`config.mk`:
```
export PLATFORM = sky130hd
export DESIGN_NAME = salc_ram
export DESIGN_NICKNAME = d
export VERILOG_FILES = /design/src/rtl/set_assoc_lru_cache_sim_macros.svh /design/src/rtl/salc_ram.sv
export SDC_FILE = /design/constraint.sdc
export NUM_CORES = 1
export LEC_CHECK = 0
export ABC_AREA = 1
export ABC_CLOCK_PERIOD_IN_PS = 1500
export BUFFER_PORTS_ARGS = -buffer_cell sky130_fd_sc_hd__buf_2
export CORE_MARGIN = 4
export CORE_UTILIZATION = 40
export CTS_CLUSTER_SIZE = 40
export DETAILED_ROUTE_END_ITERATION = 10
export GPL_TIMING_DRIVEN = 0
export SYNTH_ARGS = -nofsm -noshare
export SYNTH_HDL_FRONTEND = slang
export SYNTH_SLANG_ARGS = --single-unit
```
`constraint.sdc`:
```
create_clock -name clk_i -period 1.5 [get_ports clk_i]
set_input_delay 0.225 -clock clk_i [delete_from_list [all_inputs] [get_ports clk_i]]
set_output_delay 0.225 -clock clk_i [all_outputs]
set_load 0.02 [all_outputs]
```
`src/rtl/set_assoc_lru_cache_sim_macros.svh`:
```
// Assertion helpers used by the cache top module. Each expects clk_i and rst_ni in scope.
`ifndef SET_ASSOC_LRU_CACHE_SIM_MACROS_SVH
`define SET_ASSOC_LRU_CACHE_SIM_MACROS_SVH

// The consequent must hold in the same cycle as the antecedent.
`define SALC_ASSERT_NOW(lbl, ante, cons, msg) \
  lbl: assert property (@(posedge clk_i) disable iff (!rst_ni) (ante) |-> (cons)) \
    else $error(msg);

// The consequent must hold in the cycle after the antecedent.
`define SALC_ASSERT_NEXT(lbl, ante, cons, msg) \
  lbl: assert property (@(posedge clk_i) disable iff (!rst_ni) (ante) |=> (cons)) \
    else $error(msg);

`endif

```
`src/rtl/salc_ram.sv`:
```
module salc_ram #(
  parameter int unsigned WIDTH = 8,
  parameter int unsigned DEPTH = 16
) (
  input  logic                                  clk_i,
  input  logic                                  we_i,
  input  logic [((DEPTH > 1) ? $clog2(DEPTH) : 1)-1:0] waddr_i,
  input  logic [WIDTH-1:0]                      wdata_i,
  input  logic [((DEPTH > 1) ? $clog2(DEPTH) : 1)-1:0] raddr_i,
  output logic [WIDTH-1:0]                      rdata_o
);

  logic [WIDTH-1:0] mem [DEPTH];

  always_ff @(posedge clk_i) begin
    if (we_i) begin
      mem[waddr_i] <= wdata_i;
    end
    rdata_o <= mem[raddr_i];
  end

endmodule

```
* Word-level counts from Yosys, hierarchy flattened
Memories as Yosys holds them, arrays and structs flattened. A register that Yosys moved wholly into a read port is not among the register bits.
Index checks and enable logic that the tools add are counted.
** Cells by class
- Multiply operators :: 0
- Equal/unequal tests :: 0
- Add/sub/neg operators :: 0
- Divide/modulo/power cells :: 0
- Bitwise logic cells :: 0
- Magnitude comparators :: 0
- Muxes and demuxes :: 2
- Reduce and logical (&&, ||, !) cells :: 0
- Shifts and indexed selects :: 0
** Operators by type and width (count)
- $mux 1 :: 2
** Word-level totals
- Flip-flop bits (word level) :: 0
- Output and inout port bits :: 8
- Word-level logic and storage cells :: 3
- Bits in latches :: 0
- Input bits :: 18
- RAM bits :: 128
- Bits in read-only memories :: 0
- Memories kept :: 1
** Memories
- mem :: words 16, bits a word 8, read ports 1, clocked after Yosys merged registers in 1, wr ports 1, line salc_ram.sv:13 : logic [WIDTH-1:0] mem [DEPTH];

* Logic depth before layout (Yosys ltp)
- Depth in word-level cells :: 2
- Depth in mapped cells :: 8
- Mapped depth without buffers :: 7

* Least setup slack after synthesis
Ideal clock, no wire load.
- Path kind :: input to register
- Start :: in waddr_i[2] in the netlist's numbering
- End :: mem mem[10][0] (enable)
- Cell stages on the path :: 2
- Arrival :: 0.806 ns
- Data required time :: 1.130 ns
- Setup time :: 0.370 ns
- Setup slack :: 0.324 ns
- Path through :: nand3b_1 > nor2_1
** RTL lines
- start, declared :: line salc_ram.sv:7 : input logic [((DEPTH > 1) ? $clog2(DEPTH) : 1)-1:0] waddr_i,
- end, declared :: line salc_ram.sv:13
Straight into the memory's write port.

* Final worst setup path
- Start :: in waddr_i[3] in the netlist's numbering
- End :: mem mem[6][3] (enable)
Straight into the memory's write port.

==> reports/metrics.cfg <==
[outcome]
status=finished clean

[worst_setup_path]
rrSetupSlack_ns=0.45
cp_slowest_stage_delay_ns=0.78
path_cells=buf_2, nand3b_1, nor2_1
cp_num_buf_inv=1
cp_top_family=simple AND/OR/NAND/NOR gates
critPathMaxFanout=8
critPathKind=input pin to flop
critical-path-slowest-cell=nor2_1
cp-start-kind=input pin
cp.arrival_ns=1.34
endpoint_kind=flop
cp_data_required_time_ns=1.54

[timing]
postLayoutSetupSlackWorst_ns=0.1980
setup_viol=0
tightest_slew_ns=0.9917
post-route-period-util_pct=86.80
rsz0062_at_grt=false
period_needed_ns=1.302
slew_violations=0
slew_headroom_pct=33.64
final_hold_viol_count=0
finalClockSkew_ns=0.005787
timing.setup.tns_ns=0
fmax_ghz=0.7680

[route]
num_vias=3857
firstDrtPassIters=5
post-route-drc-count=0
drtIter0Drc=419
routed_wl_um=13900
antenna_left=0
viasPerCell=4.913
wire_per_inst_um=17.71

[layout]
final_nets=610
seq_area_um2=4004
multi_input_area_um2=1214
fill_cells=1282
area_growth_pct=16.81
fin_util_pct=48.16
drive_gt1_share_pct=12.56
antenna_cells=0

[clocking]
clk_pin_slew_ns=0.06
clock_path_buffers=2
post_cts_buffers=0
insertion_delay_ns=0.42
cts.sinks=136
cts_root_buf=clkbuf_16
h-tree-depth=4
cts_tree=built
cts_hold_buf=0
ctsResizeCount=0
cts_buffers=17

[floorplan]
die_area_um2=16400
die_w_um=128.1
start_util_pct=41.23
io_pins=26
coreArea_um2=13990
num_rows=43
die_h_um=128.1

[place]
gp_congestion=0.9257
place_worst_setup_slack_ns=-0.3358
port_buffers=22
dp_hpwl_um=9173

[power_and_ir_drop]
peakVddDrop_v=0.0007875
power_density_nw_per_um2=1380
finalPower_w=0.009298
leakagePower_nw=2.915

[min_path]
hp-class=input pin to flop

[synth]
synth_cell_types=12
syn_inst=551
yosys_warnings=0
yosysTopAreaCell=edfxtp_1
synth_top_area_share_pct=66.65
ys_seq_area_share_pct=69.43
synth.ff_latch_count=136
syn-num-nets=569
synth_area_per_cell_um2=10.47
netlist_area_um2=5767
synth_area_leaders=edfxtp_1, nand2_1, nand3_1, inv_1, dfxtp_1

[global_route]
grt_pass1_vias=3819
grt_util_all_layers_pct=18.01
antenna_found_initial=0
grt_max_degree=17
grt_first_pass_wirelength_um=21580
grt-ovfl-total=0

[run]
cap_violations=0

-- final timing paths --
kind / end / start / cells past startpoint
setup reg to reg: rdata_o[5] / mem[7][5] / 6
hold reg to reg: rdata_o[2] / mem[12][2] / 6
setup / recovery: mem[6][3] / waddr_i[3] / 3
hold / removal: mem[4][2] / wdata_i[2] / 1
-- synth_stat cells --
cell,count
buf_1,1
nor2_1,17
buf_4,4
nand3b_1,2
inv_1,100
nand2_1,173
buf_6,6
nand3_1,97
edfxtp_1,128
dfxtp_1,8
buf_2,13
inv_2,2
-- area by class of cell --
cell class,count,area share (%)
timing repair buffer,22,1.634
clock buffer,18,6.371
multi-input combinational,289,18.02
tap,180,3.343
buffer,24,2.470
clock inverter,14,3.046
inverter,102,5.684
sequential,136,59.44
-- kinds of logic after synthesis --
logic type    count (synthesis)  synth area share (%)
buf+inv                     126                 9.525
simple gates                289                 21.05
flops                       136                 69.43
-- cells in the final DEF (no fill, tap or decap) --
cell type and instances:
edfxtp_1 128, buf_1 1, nand3b_1 2, inv_1 100, clkinv_2 3, buf_4 4, buf_2 35, clkbuf_1 1
inv_2 2, bufinv_16 5, clkbuf_16 17, dfxtp_1 8, clkinv_4 2, clkinvlp_4 2, buf_6 6, clkinv_1 2
nand2_1 173, nand3_1 97, nor2_1 17
-- power breakdown --
part	total, W	internal, W	switching, W
Clock	0.00445	0.00293	0.00152
Combinational	0.000577	0.000163	0.000413
Sequential	0.00427	0.00425	0.0000203
Total	0.00930	0.00734	0.00196
-- flip-flops by register name (all words and copies together), names as in the netlist --
register,cells
mem,128
rdata_o,8
-- per-layer routing --
metal,vias to the layer above,share of wire (%),track usage [%]
li1,1858,-,-
met1,1795,42,23.28
met4,0,2.9,8.677
met2,173,48,28.96
met3,31,7.1,3.833
met5,-,0,0
-- per-stage QoR --
stage                     instances  hold WS [ns]  area, um2
after floorplan                 551        0.3239       5767
final                           785        0.2084       6736
after global placement          753        0.6366       6102
after global routing            785        0.2150       6736
after detailed placement        753        0.6430       6102
after CTS                       785        0.1992       6736
(Power assumes the default switching activity.)
