**src/rtl/set_assoc_lru_cache_sim_macros.svh**
```systemverilog
// Assertion helpers used by the cache top module. Each expects clk_i and rst_ni in scope.
`ifndef SET_ASSOC_LRU_CACHE_SIM_MACROS_SVH
`define SET_ASSOC_LRU_CACHE_SIM_MACROS_SVH

// The consequent must hold in the same cycle as the antecedent.
`define SALC_ASSERT_NOW(lbl, ante, cons, msg) \
  lbl: assert property (@(posedge clk_i) disable iff (!rst_ni) (ante) |-> (cons)) \
    else $error(msg);

// The consequent must hold in the cycle after the antecedent.
`define SALC_ASSERT_NEXT(lbl, ante, cons, msg) \
  lbl: assert property (@(posedge clk_i) disable iff (!rst_ni) (ante) |=> (cons)) \
    else $error(msg);

`endif

```
**src/rtl/salc_pkg.sv**
```systemverilog
package salc_pkg;

  localparam int unsigned MAX_SET_BITS = 6;
  localparam int unsigned MAX_WAYS     = 8;

  localparam int unsigned SET_W  = (MAX_SET_BITS > 0) ? MAX_SET_BITS : 1;
  localparam int unsigned WAY_W  = (MAX_WAYS > 1) ? $clog2(MAX_WAYS) : 1;
  localparam int unsigned CNT_W  = $clog2(MAX_WAYS + 1);
  localparam int unsigned LINE_AW = SET_W + WAY_W;

  localparam int unsigned ADDR_W  = 64;
  localparam int unsigned TAG_W   = 64;
  localparam int unsigned STAMP_W = 32;
  localparam int unsigned TOTAL_W = 32;
  localparam int unsigned ENTRY_W = TAG_W + STAMP_W;

  localparam int unsigned MAX_BLOCK_BITS = 32;

  // Configuration register indexes.
  localparam logic [1:0] CFG_SET_BITS   = 2'd0;
  localparam logic [1:0] CFG_BLOCK_BITS = 2'd1;
  localparam logic [1:0] CFG_WAYS       = 2'd2;

  localparam logic [2:0] SET_BITS_RST   = 3'd4;
  localparam logic [5:0] BLOCK_BITS_RST = 6'd4;
  localparam logic [3:0] WAYS_RST       = 4'd1;

  // Access kinds.
  localparam logic [1:0] KIND_LOAD   = 2'd0;
  localparam logic [1:0] KIND_STORE  = 2'd1;
  localparam logic [1:0] KIND_MODIFY = 2'd2;

  typedef struct packed {
    logic             clr;
    logic             en;
    logic [WAY_W-1:0] way;
    logic             vld;
  } cmp_cmd_t;

  typedef struct packed {
    logic             found;
    logic [WAY_W-1:0] hit_way;
    logic             has_inv;
    logic [WAY_W-1:0] inv_way;
    logic [WAY_W-1:0] lru_way;
  } cmp_res_t;

endpackage

```
**src/rtl/salc_cmp.sv**
```systemverilog
module salc_cmp import salc_pkg::*; (
  input  logic               clk_i,
  input  logic               rst_ni,
  input  cmp_cmd_t           cmd_i,
  input  logic [TAG_W-1:0]   tag_i,
  input  logic [TAG_W-1:0]   line_tag_i,
  input  logic [STAMP_W-1:0] line_stamp_i,
  output cmp_res_t           res_o
);

  logic               found_q, found_d;
  logic               has_inv_q, has_inv_d;
  logic               first_q, first_d;
  logic [WAY_W-1:0]   hit_way_q, hit_way_d;
  logic [WAY_W-1:0]   inv_way_q, inv_way_d;
  logic [WAY_W-1:0]   lru_way_q, lru_way_d;
  logic [STAMP_W-1:0] min_stamp_q, min_stamp_d;

  always_comb begin
    found_d     = found_q;
    has_inv_d   = has_inv_q;
    first_d     = first_q;
    hit_way_d   = hit_way_q;
    inv_way_d   = inv_way_q;
    lru_way_d   = lru_way_q;
    min_stamp_d = min_stamp_q;
    if (cmd_i.clr) begin
      found_d   = 1'b0;
      has_inv_d = 1'b0;
      first_d   = 1'b1;
    end else if (cmd_i.en) begin
      // Only the lowest matching way counts as the hit.
      if (cmd_i.vld && (line_tag_i == tag_i) && !found_q) begin
        found_d   = 1'b1;
        hit_way_d = cmd_i.way;
      end
      if (!cmd_i.vld && !has_inv_q) begin
        has_inv_d = 1'b1;
        inv_way_d = cmd_i.way;
      end
      // Strict less-than keeps the lowest way on equal stamps.
      if (first_q || (line_stamp_i < min_stamp_q)) begin
        min_stamp_d = line_stamp_i;
        lru_way_d   = cmd_i.way;
      end
      first_d = 1'b0;
    end
  end

  always_ff @(posedge clk_i or negedge rst_ni) begin
    if (!rst_ni) begin
      found_q   <= 1'b0;
      has_inv_q <= 1'b0;
      first_q   <= 1'b1;
    end else begin
      found_q   <= found_d;
      has_inv_q <= has_inv_d;
      first_q   <= first_d;
    end
  end

  always_ff @(posedge clk_i) begin
    hit_way_q   <= hit_way_d;
    inv_way_q   <= inv_way_d;
    lru_way_q   <= lru_way_d;
    min_stamp_q <= min_stamp_d;
  end

  assign res_o.found   = found_q;
  assign res_o.hit_way = hit_way_q;
  assign res_o.has_inv = has_inv_q;
  assign res_o.inv_way = inv_way_q;
  assign res_o.lru_way = lru_way_q;

endmodule

```
**config.mk**
```make
export PLATFORM = sky130hd
export DESIGN_NAME = salc_cmp
export DESIGN_NICKNAME = d
export VERILOG_FILES = /design/src/rtl/set_assoc_lru_cache_sim_macros.svh /design/src/rtl/salc_pkg.sv /design/src/rtl/salc_cmp.sv
export SDC_FILE = /design/constraint.sdc
export NUM_CORES = 1
export LEC_CHECK = 0
export BUFFER_PORTS_ARGS = -buffer_cell sky130_fd_sc_hd__buf_2
export CORE_MARGIN = 1
export CORE_UTILIZATION = 23
export CTS_BUF_LIST = sky130_fd_sc_hd__clkbuf_8
export CTS_CLUSTER_SIZE = 24
export DETAILED_ROUTE_END_ITERATION = 12
export GPL_ROUTABILITY_DRIVEN = 0
export SYNTH_ARGS = -nofsm -noshare
export SYNTH_HDL_FRONTEND = slang
export SYNTH_SLANG_ARGS = --single-unit
```
**constraint.sdc**
```tcl
create_clock -name clk_i -period 3.5 [get_ports clk_i]
set_input_delay 0.7 -clock clk_i [delete_from_list [all_inputs] [get_ports clk_i]]
set_output_delay 0.7 -clock clk_i [all_outputs]
set_load 0.03 [all_outputs]
```
After elaboration in Yosys (flattened, before gate mapping)
Index checks and enable logic that the tools add are counted.
- input port bits: 168
- output and inout bits: 11
- register bits: 44
- multiplexer cells: 8
- equality and inequality tests: 1
- bitwise logic cells: 1
- reductions and logical operators: 15
- magnitude comparators: 1
- operators with widths (kind ; number):
    == test 64 bit ; 1
    < comparator 32 bit ; 1
    AND reduction 3 bit ; 3
    2-to-1 mux 1 bit ; 8
    nonzero test 2 bit ; 3
    AND reduction 2 bit ; 2
    logical AND 1 bit ; 3
    zero test 1 bit ; 3
    logical OR 1 bit ; 1
    inverter 1 bit ; 1

Logic depth before layout (Yosys ltp)
Gate-level depths: netlist of run 1.
- word-level depth: 6
- depth in mapped cells: 7

Worst setup path before layout of run 1
Ideal clock, no wire load.
- path kind: input-to-reg
- from: in line_stamp_i[13]
- to: reg lru_way_q[0], enable pin
- library setup time: 0.439 ns
- data required time: 3.061 ns
- slack: -0.397 ns
- buffers on the path: 0
- data arrival time: 3.458 ns
- stages: 6
- cells stage by stage: ha_1 > a21o_1 > a21o_1 > a221oi_1 > o211ai_1 > a21oi_1
- cells in the longest elaborated chain, start to end: 3
- ends and longest elaborated chain (item ; RTL line ; source):
    start: declaration ; salc_cmp.sv:7 ; input logic [STAMP_W-1:0] line_stamp_i,
    < comparator 32 bit ; salc_cmp.sv:42 ; if (first_q || (line_stamp_i < min_stamp_q)) begin
    logical OR 1 bit ; salc_cmp.sv:42 ;
    AND reduction 3 bit (no line) ; n/a ;
    end signal: assignment ; salc_cmp.sv:65 ; lru_way_q <= lru_way_d;
    end: declaration ; salc_cmp.sv:16 ; logic [WAY_W-1:0] lru_way_q, lru_way_d;
Every way passes these cells.
A chain may end at the register's enable or synchronous reset.

Worst setup path after layout of run 1
- from: in line_stamp_i[13]
- to: reg min_stamp_q[10], enable pin
- cells in the longest elaborated chain, start to end: 3
- ends and longest elaborated chain (item ; RTL line ; source):
    < comparator 32 bit ; salc_cmp.sv:42 ;
    logical OR 1 bit ; salc_cmp.sv:42 ;
    AND reduction 3 bit (no line) ; n/a ;
    end signal: assignment ; salc_cmp.sv:66 ; min_stamp_q <= min_stamp_d;
    end: declaration ; salc_cmp.sv:17 ; logic [STAMP_W-1:0] min_stamp_q, min_stamp_d;
Every way passes these cells.

==> results of run 1 <==
## final cells by class
cell class | instances | share of cell area (%)
antenna | 2 | 0.121
multi-input combinational | 176 | 34.6
tap | 168 | 5.08
timing repair buffer | 179 | 22.0
clock buffer | 5 | 1.66
clock inverter | 3 | 0.907
inverter | 45 | 4.08
sequential | 44 | 31.6
## cell usage in the layout (no fill, tap or decap), drive strengths merged, types with 6 or more instances in the layout
master  instances
nand2          12
nand4          11
nand2b          7
buf           179
inv            45
xor2           19
o21ai           6
ha             31
edfxtp         41
xnor2          34
nor4            7
a21oi          14
## worst paths after layout
kind,start,to,slack [ns],cells after the start
max in group asynchronous,rst_ni,first_q$_DFFE_PN1P_,3.12,1
max reg2reg,min_stamp_q[13]$_DFFE_PP_,min_stamp_q[10]$_DFFE_PP_,0.98,8
max,line_stamp_i[13],min_stamp_q[10]$_DFFE_PP_,0.82,8
min reg2reg,has_inv_q$_DFFE_PN0P_,has_inv_q$_DFFE_PN0P_,0.53,1
min,rst_ni,has_inv_q$_DFFE_PN0P_,0.19,1
min in group clk_i,has_inv_q$_DFFE_PN0P_,has_inv_q$_DFFE_PN0P_,0.53,1
## synth_stat cells, types with 2 or more instances
library cell	n	area (sq um)
nand4_1	11	68.8
inv_1	44	165
ha_1	31	388
and4_1	3	26.3
nor2_1	4	15.0
o2111ai_1	3	26.3
nand2_1	12	45.0
o221ai_1	3	26.3
nand2b_1	7	43.8
edfxtp_1	41	1230
nand3_1	3	15.0
buf_4	2	15.0
a21oi_1	14	70.1
a21o_1	5	37.5
dfrtp_1	2	50.1
a221oi_1	4	35.0
xor2_1	18	158
o21ai_0	6	30.0
xnor2_1	34	298
nor3_1	3	15.0
nor4_1	6	37.5
## stage by stage
| step | power, mW | utilization [%] | hold WS, ns | cells |
|---|---|---|---|---|
| 4_1_cts | 1.30 | 34.0 | 0.166 | 620 |
| 5_1_grt | 1.35 | 34.0 | 0.157 | 621 |
| 6_report | 1.27 | 34.0 | 0.185 | 622 |
| 2_1_floorplan | 0.756 | - | 0.404 | 267 |
| 3_3_place_gp | 0.905 | 33.1 | 0.505 | 612 |
| 3_5_place_dp | 0.913 | 33.1 | 0.504 | 612 |
## critical path, cell delays in order
cell and delay [ns]:
buf_2 0.11, ha_1 0.32, a21o_1 0.18, a21o_1 0.17
a221oi_1 0.28, o211ai_1 0.21, a21oi_4 0.46, buf_12 0.24
## layer usage
metal | vias up | track usage, % | routed length [um]
li1 | 1313 | - | -
met4 | 0 | 4.85 | 218
met2 | 112 | 23.8 | 4130
met1 | 1138 | 13.6 | 3230
met5 | - | 0 | 0
met3 | 15 | 3.12 | 489
## kinds of logic (layout without fill, tap and decap cells)
| group | Yosys count | after routing |
|---|---|---|
| XOR/XNOR | 53 | 53 |
| AND/OR/NAND/NOR | 51 | 51 |
| buffers and inverters | 47 | 232 |
| flip-flops | 44 | 44 |
| AO/OA/AOI/OAI | 41 | 41 |
| adder cells (fa/ha/maj) | 31 | 31 |
| other | 0 | 2 |
## sequential cells by signal, summed over array words and instances, names as in the netlist
register	cells
hit_way_q	3
found_q	1
inv_way_q	3
min_stamp_q	32
has_inv_q	1
first_q	1
lru_way_q	3
## power groups by stage
stage | Sequential, mW | Clock, mW | Combinational (mW)
6_report | 0.607 | 0.376 | 0.289
5_1_grt | 0.609 | 0.412 | 0.326
4_1_cts | 0.607 | 0.394 | 0.295
3_5_place_dp | 0.619 | 0 | 0.294
3_3_place_gp | 0.619 | 0 | 0.286
2_1_floorplan | 0.623 | 0 | 0.133
==> results.py, run 1 <==
metrics = {
    "synth": {
        "synth-simple-area-share_pct": 9.84,
        "synthArstFlopShare_pct": 6.82,
        "synth-xor-area-share_pct": 16.2,
        "synthCells": 267,
        "synth_cell_type_count": 32,
        "synth_top_family_by_area": "XOR/XNOR gates",
        "synthMuxAreaShare_pct": 0,
        "yosysSeqAreaShare_pct": 44.9,
        "synth_edf_count": 41,
        "synth-compound-area-share_pct": 9.41,
        "syn-cell-area_sq_um": 2910,
        "syn_area_per_cell_sq_um": 10.9,
        "synth.net_count": 466,
        "ys_ff_latch": 44,
        "yosys.area_share.adder_pct": 13.3,
        "synth-main-ff-cell": "edfxtp_1",
        "yosys_warnings": 0,
    },
    "timing": {
        "setup_tns_ns": 0,
        "rsz0062_at_grt": "no",
        "drv_slew": 0,
        "min_period_ns": 2.68,
        "clock_skew_ns": 0.00645,
        "fmax_mhz": 373,
        "hold_viol_final": 0,
        "min_period_over_period_pct": 76.6,
        "setup_viol": 0,
        "setup_slack_ns": 0.818,
        "tightest_slew_ns": 0.676,
        "max_slew_margin_pct": 54.6,
    },
    "clock_tree": {
        "root_buffer": "clkbuf_8",
        "post_cts_buffers": 0,
        "numCtsBuffers": 5,
        "ctsHoldBuffers": 0,
        "cts_resized": 0,
        "htreeDepth": 2,
        "cts_tree": "built",
        "clk_pin_slew_worst_paths_ns": 0.08,
        "insertion_delay_ns": 0.29,
        "cts_sinks": 44,
        "clockBufferDepth": 2,
    },
    "detailed_routing": {
        "postRouteAntennaNets": 0,
        "drtPass1Iterations": 4,
        "viasPerCell": 4.14,
        "wire_per_inst_um": 13.0,
        "drt-total-wl_um": 8070,
        "drc": 0,
        "initialDrtViolationCount": 56,
        "vias": 2578,
    },
    "die": {
        "core_sq_um": 12200,
        "die_y_um": 115,
        "placementRows": 40,
        "start_util_pct": 23.9,
        "die_width_um": 115,
        "die_area_sq_um": 13100,
        "num_io_pins": 179,
    },
    "setup_path": {
        "cp.arrival_ns": 2.68,
        "setup.worst_path.class": "in2reg",
        "worstSetupEndpointType": "flip-flop",
        "crit_required_ns": 3.50,
        "startpoint_type": "primary input",
        "crit_fanout": 23,
    },
    "power_and_ir_drop": {
        "p_clk_share_pct": 29.5,
        "p_int_mw": 0.959,
        "ir_drop_uv": 127,
        "seqPwrFrac_pct": 47.7,
        "p_switching_mw": 0.312,
        "p_per_area_nw_per_um2": 307,
        "p_sw_share_pct": 24.6,
        "p_comb_share_pct": 22.7,
        "leakagePower_nw": 1.97,
    },
    "finish": {
        "post-route-cell-area_sq_um": 4140,
        "multi_input_area_sq_um": 1430,
        "fillers": 1273,
        "finish.net_count": 650,
        "syn_to_final_growth_pct": 42.2,
        "seqCellArea_sq_um": 1310,
        "drive_above_1_share_pct": 42.0,
    },
    "global_routing": {
        "grt_overflow_total": 0,
        "grtUsageTotal_pct": 12.7,
        "grt_pass1_wl_um": 12700,
        "grt_pass1_vias": 2792,
        "grt_max_degree": 24,
        "antenna_found_initial": 1,
    },
    "place": {
        "post_dp_cell_area_sq_um": 4030,
        "post-place-ws_ns": 0.437,
        "port_buffers": 178,
        "hpwl_um": 7260,
    },
    "run_status": {
        "outcome": "finished clean",
    },
    "hold_path": {
        "hold_path.class": "in2async",
    },
    "job": {
        "drv_cap": 0,
    },
}
(Power assumes the default switching activity.)
==> run 2, diff against run 1 <==
clock period = 2.6 ns   (was 3.5 ns; I/O delays follow)
==> run 2 against run 1 <==
Net effect: critical path depth rose by 1; non-clock buffer count rose by 4; final cell count rose by 0.48%; clock skew rose by 0.0058 ns; combinational power rose by 37%; sequential power rose by 35%; first-iteration DRC count rose by 120%.
==> results.py, run 2 (synthesized netlist as in run 1, its figures left out) <==
metrics = {
    "clock_tree": {
        "clockBufferDepth": 2,
        "htreeDepth": 2,
        "root_buffer": "clkbuf_8",
        "cts_sinks": 44,
        "clk_pin_slew_worst_paths_ns": 0.09,
        "cts_tree": "built",
        "numCtsBuffers": 5,
        "insertion_delay_ns": 0.30,
    },
    "finish": {
        "seqCellArea_sq_um": 1310,
        "multi_input_area_sq_um": 1450,
        "final_cell_mix": "178 x buf_2, 44 x inv_1, 41 x edfxtp_1",
        "drive_above_1_share_pct": 43.2,
        "regMostFlops": "min_stamp_q",
        "fillers": 1260,
        "final_cells": 625,
        "finish.net_count": 654,
        "final_common_cell": "buf_2",
        "largest_reg_flops": 32,
        "syn_to_final_growth_pct": 44.0,
        "post-route-cell-area_sq_um": 4190,
    },
    "setup_path": {
        "crit_fanout": 27,
        "crit_required_ns": 2.60,
        "crit_start": "min_stamp_q[13]$_DFFE_PP_",
        "worstSetupEndpointType": "flip-flop",
        "rr_startpoint": "min_stamp_q[13]$_DFFE_PP_",
        "crit_path_frequent_cell": "a21o_1",
        "setup.worst_path.class": "reg2reg",
        "cp.arrival_ns": 2.28,
        "startpoint_type": "flip-flop",
        "cpMaxStageDelayCell": "edfxtp_1",
        "critPathMaxStageDelay_ns": 0.37,
        "cp_cell_sequence": "inv_1, ha_4, a21o_1, a21o_1, a221oi_2, o211ai_1, buf_4, a21oi_4, buf_12",
    },
    "place": {
        "port_buffers": 178,
        "hpwl_um": 7390,
        "post_dp_cell_area_sq_um": 4070,
        "post-place-ws_ns": 0.0619,
        "dpl.cell_count": 615,
    },
    "global_routing": {
        "antenna_found_initial": 1,
        "grt_pass1_vias": 2711,
        "grtUsageTotal_pct": 13.0,
        "grt_pass1_wl_um": 13000,
        "grt_max_degree": 28,
        "grt_overflow_total": 0,
    },
    "run_status": {
        "outcome": "finished clean",
    },
    "power_and_ir_drop": {
        "seqPwrFrac_pct": 47.0,
        "p_switching_mw": 0.438,
        "p_clk_share_pct": 30.3,
        "ir_drop_uv": 168,
        "p_sw_share_pct": 25.2,
        "leakagePower_nw": 2.00,
        "p_comb_share_pct": 22.7,
        "p_per_area_nw_per_um2": 415,
        "p_int_mw": 1.30,
    },
    "hold_path": {
        "hold_path.class": "in2reg",
        "hold_path.startpoint": "cmd_i[4]",
    },
    "die": {
        "die_y_um": 115,
        "placementRows": 40,
        "start_util_pct": 23.9,
        "die_area_sq_um": 13100,
        "die_width_um": 115,
        "num_io_pins": 179,
        "core_sq_um": 12200,
    },
    "timing": {
        "rsz0062_at_grt": "no",
        "clock_skew_ns": 0.0122,
        "setup_viol": 0,
        "min_period_ns": 2.28,
        "hold_viol_final": 0,
        "tightest_slew_ns": 0.633,
        "drv_slew": 0,
        "min_period_over_period_pct": 87.6,
        "fmax_mhz": 439,
        "max_slew_margin_pct": 57.5,
        "setup_tns_ns": 0,
        "setup_slack_ns": 0.323,
    },
    "detailed_routing": {
        "viasPerCell": 4.15,
        "drc": 0,
        "vias": 2593,
        "drt-total-wl_um": 8250,
        "initialDrtViolationCount": 123,
        "postRouteAntennaNets": 0,
        "drtPass1Iterations": 4,
        "wire_per_inst_um": 13.2,
    },
    "job": {
        "drv_cap": 0,
    },
}
[run 2: worst paths after layout]
check / slack [ns] / to / cells after the start
worst min-delay path: 0.39 / first_q$_DFFE_PN1P_ / 2
worst max register to register: 0.32 / min_stamp_q[26]$_DFFE_PP_ / 9
min in group asynchronous: 0.54 / found_q$_DFFE_PN0P_ / 2
worst max-delay path: 0.32 / min_stamp_q[26]$_DFFE_PP_ / 9
max in group asynchronous: 1.86 / first_q$_DFFE_PN1P_ / 2
worst min register to register: 0.52 / has_inv_q$_DFFE_PN0P_ / 1
[run 2: per-layer routing]
layer	up-vias	routed length, um	global-route usage, %
li1	1326	-	-
met3	5	555	3.02
met2	109	4540	26.0
met1	1153	3110	13.8
met5	-	0	0
met4	0	48	2.60
[run 2: layout make-up]
class | instances | share of cell area [%]
Clock inverter | 3 | 1.01
Timing Repair Buffer | 183 | 22.5
Antenna cell | 1 | 0.0597
Sequential cell | 44 | 31.2
Inverter | 45 | 4.03
Clock buffer | 5 | 1.64
Multi-Input combinational cell | 176 | 34.6
Tap cell | 168 | 5.01
[run 2: critical path: cells and delay by family (launching register included)]
| family | cells | cell delay [ns] |
|---|---|---|
| AOI/OAI and AO/OA | 5 | 0.94 |
| adders and majority gates | 1 | 0.20 |
| buffers and inverters | 3 | 0.47 |
| DFF | 1 | 0.37 |
[run 2: through the flow]
stage	hold slack (ns)	utilization (%)	power, mW
3_5_place_dp	0.327	33.5	1.23
5_1_grt	0.385	34.5	1.84
6_report	0.386	34.5	1.74
3_3_place_gp	0.319	33.5	1.22
2_1_floorplan	0.224	-	1.02
4_1_cts	0.377	34.5	1.77
[run 2: repair_timing]
action                                  4_1_cts  5_1_grt
buffers inserted                              0        0
endpoints found under the setup margin        0        0
gates resized for setup                       0        0
hold endpoints to repair                      2        0
hold buffers                                  1        0
[run 2: power groups by stage]
stage	sequential, mW	clock, mW	combinational (mW)
global placement	0.833	0	0.387
floorplan	0.838	0	0.184
CTS	0.818	0.548	0.403
detailed placement	0.834	0	0.399
finish	0.817	0.527	0.395
global route	0.821	0.576	0.447
==> run 3, diff against run 2 <==
clock period = 2.4 ns   (was 2.6 ns; I/O delays follow)
==> run 3 against run 2 <==
Net effect: critical endpoint is now min_stamp_q[10]$_DFFE_PP_; utilization increased by 0.13 points; design area increased by 0.39%; register-to-register slack got worse by 0.12 ns; setup slack got worse by 0.12 ns; combinational power increased by 12%; routed wire length increased by 10%.
==> results.py, run 3 (synthesized netlist as in run 1, its figures left out) <==
metrics = {
    "finish": {
        "finish.net_count": 654,
        "final_cells": 625,
        "largest_reg_flops": 32,
        "final_common_cell": "buf_2",
        "fillers": 1260,
        "post-route-cell-area_sq_um": 4210,
        "final_util_pct": 34.6,
        "drive_above_1_share_pct": 43.9,
        "regMostFlops": "min_stamp_q",
        "final_cell_mix": "178 x buf_2, 44 x inv_1, 41 x edfxtp_1",
        "syn_to_final_growth_pct": 44.6,
    },
    "place": {
        "post_dp_cell_area_sq_um": 4110,
        "dpl.cell_count": 615,
        "post-place-ws_ns": -0.0334,
        "hpwl_um": 8140,
        "port_buffers": 178,
    },
    "detailed_routing": {
        "initialDrtViolationCount": 127,
        "postRouteAntennaNets": 0,
        "drc": 0,
        "drt-total-wl_um": 9080,
        "vias": 2710,
        "viasPerCell": 4.34,
        "drtPass1Iterations": 4,
        "wire_per_inst_um": 14.5,
    },
    "setup_path": {
        "crit_fanout": 20,
        "worstSetupEndpointType": "flip-flop",
        "startpoint_type": "flip-flop",
        "setup.worst_path.class": "reg2reg",
        "crit_required_ns": 2.40,
        "cp.arrival_ns": 2.19,
    },
    "global_routing": {
        "grt_overflow_total": 0,
        "grt_pass1_wl_um": 13800,
        "grtUsageTotal_pct": 13.9,
        "grt_max_degree": 21,
        "antenna_found_initial": 1,
        "grt_pass1_vias": 2985,
    },
    "clock_tree": {
        "insertion_delay_ns": 0.30,
        "cts_resized": 0,
        "cts_sinks": 44,
        "post_cts_buffers": 0,
        "cts_tree": "built",
        "htreeDepth": 2,
        "numCtsBuffers": 5,
        "clk_pin_slew_worst_paths_ns": 0.09,
        "clockBufferDepth": 2,
        "root_buffer": "clkbuf_8",
        "ctsHoldBuffers": 1,
    },
    "die": {
        "core_sq_um": 12200,
        "placementRows": 40,
        "die_area_sq_um": 13100,
        "die_y_um": 115,
        "die_width_um": 115,
        "num_io_pins": 179,
        "start_util_pct": 23.9,
    },
    "power_and_ir_drop": {
        "p_per_area_nw_per_um2": 429,
        "ir_drop_uv": 192,
        "leakagePower_nw": 1.99,
        "total_power_mw": 1.81,
    },
    "timing": {
        "setup_viol": 0,
        "clock_skew_ns": 0.0124,
        "setup_slack_ns": 0.208,
        "max_slew_margin_pct": 62.3,
        "hold_viol_final": 0,
        "setup_tns_ns": 0,
        "hold_slack_ns": 0.344,
        "rsz0062_at_grt": "no",
        "tightest_slew_ns": 0.561,
        "min_period_ns": 2.19,
        "drv_slew": 0,
        "fmax_mhz": 456,
        "min_period_over_period_pct": 91.3,
    },
    "run_status": {
        "outcome": "finished clean",
    },
    "job": {
        "drv_cap": 0,
    },
    "hold_path": {
        "hold_path.class": "in2reg",
    },
}
==> run 3: worst paths after layout <==
| path | from | to | slack [ns] | cells after the start |
|---|---|---|---|---|
| setup / recovery | min_stamp_q[13]$_DFFE_PP_ | min_stamp_q[10]$_DFFE_PP_ | 0.21 | 8 |
| hold / removal | cmd_i[4] | first_q$_DFFE_PN1P_ | 0.34 | 2 |
| setup reg to reg | min_stamp_q[13]$_DFFE_PP_ | min_stamp_q[10]$_DFFE_PP_ | 0.21 | 8 |
| hold reg to reg | has_inv_q$_DFFE_PN0P_ | has_inv_q$_DFFE_PN0P_ | 0.56 | 1 |
| max in group asynchronous | rst_ni | first_q$_DFFE_PN1P_ | 1.69 | 2 |
| min in group asynchronous | rst_ni | has_inv_q$_DFFE_PN0P_ | 0.51 | 2 |
==> run 3: where the power goes <==
| part | internal (mW) | switching (mW) |
|---|---|---|
| clock | 0.207 | 0.271 |
| combinational | 0.230 | 0.212 |
| sequential | 0.876 | 0.00967 |
| total | 1.31 | 0.493 |
==> run 3: critical path, cell delays in order (launching register included) <==
cell,delay (ns)
edfxtp_1,0.37
inv_1,0.10
ha_4,0.21
a21o_1,0.15
a21o_1,0.16
a221oi_2,0.24
o211ai_1,0.20
a21oi_4,0.26
buf_12,0.20
==> run 3: routing by layer <==
metal,wire length (um),share of wire (%),vias up,track usage (%)
met1,3310,36,1236,13.8
met4,167,1.8,0,4.59
li1,-,-,1326,-
met5,0,0,-,0
met2,4960,55,135,28.5
met3,643,7.1,13,2.59
==> run 3: layout make-up <==
class | count | area [sq um] | share of cell area, %
tap | 168 | 210 | 4.99
timing repair buffer | 183 | 956 | 22.7
clock inverter | 3 | 21.3 | 0.505
multi-input combinational | 176 | 1480 | 35.0
inverter | 45 | 169 | 4.01
antenna | 1 | 2.50 | 0.0594
clock buffer | 5 | 68.8 | 1.63
sequential | 44 | 1310 | 31.1
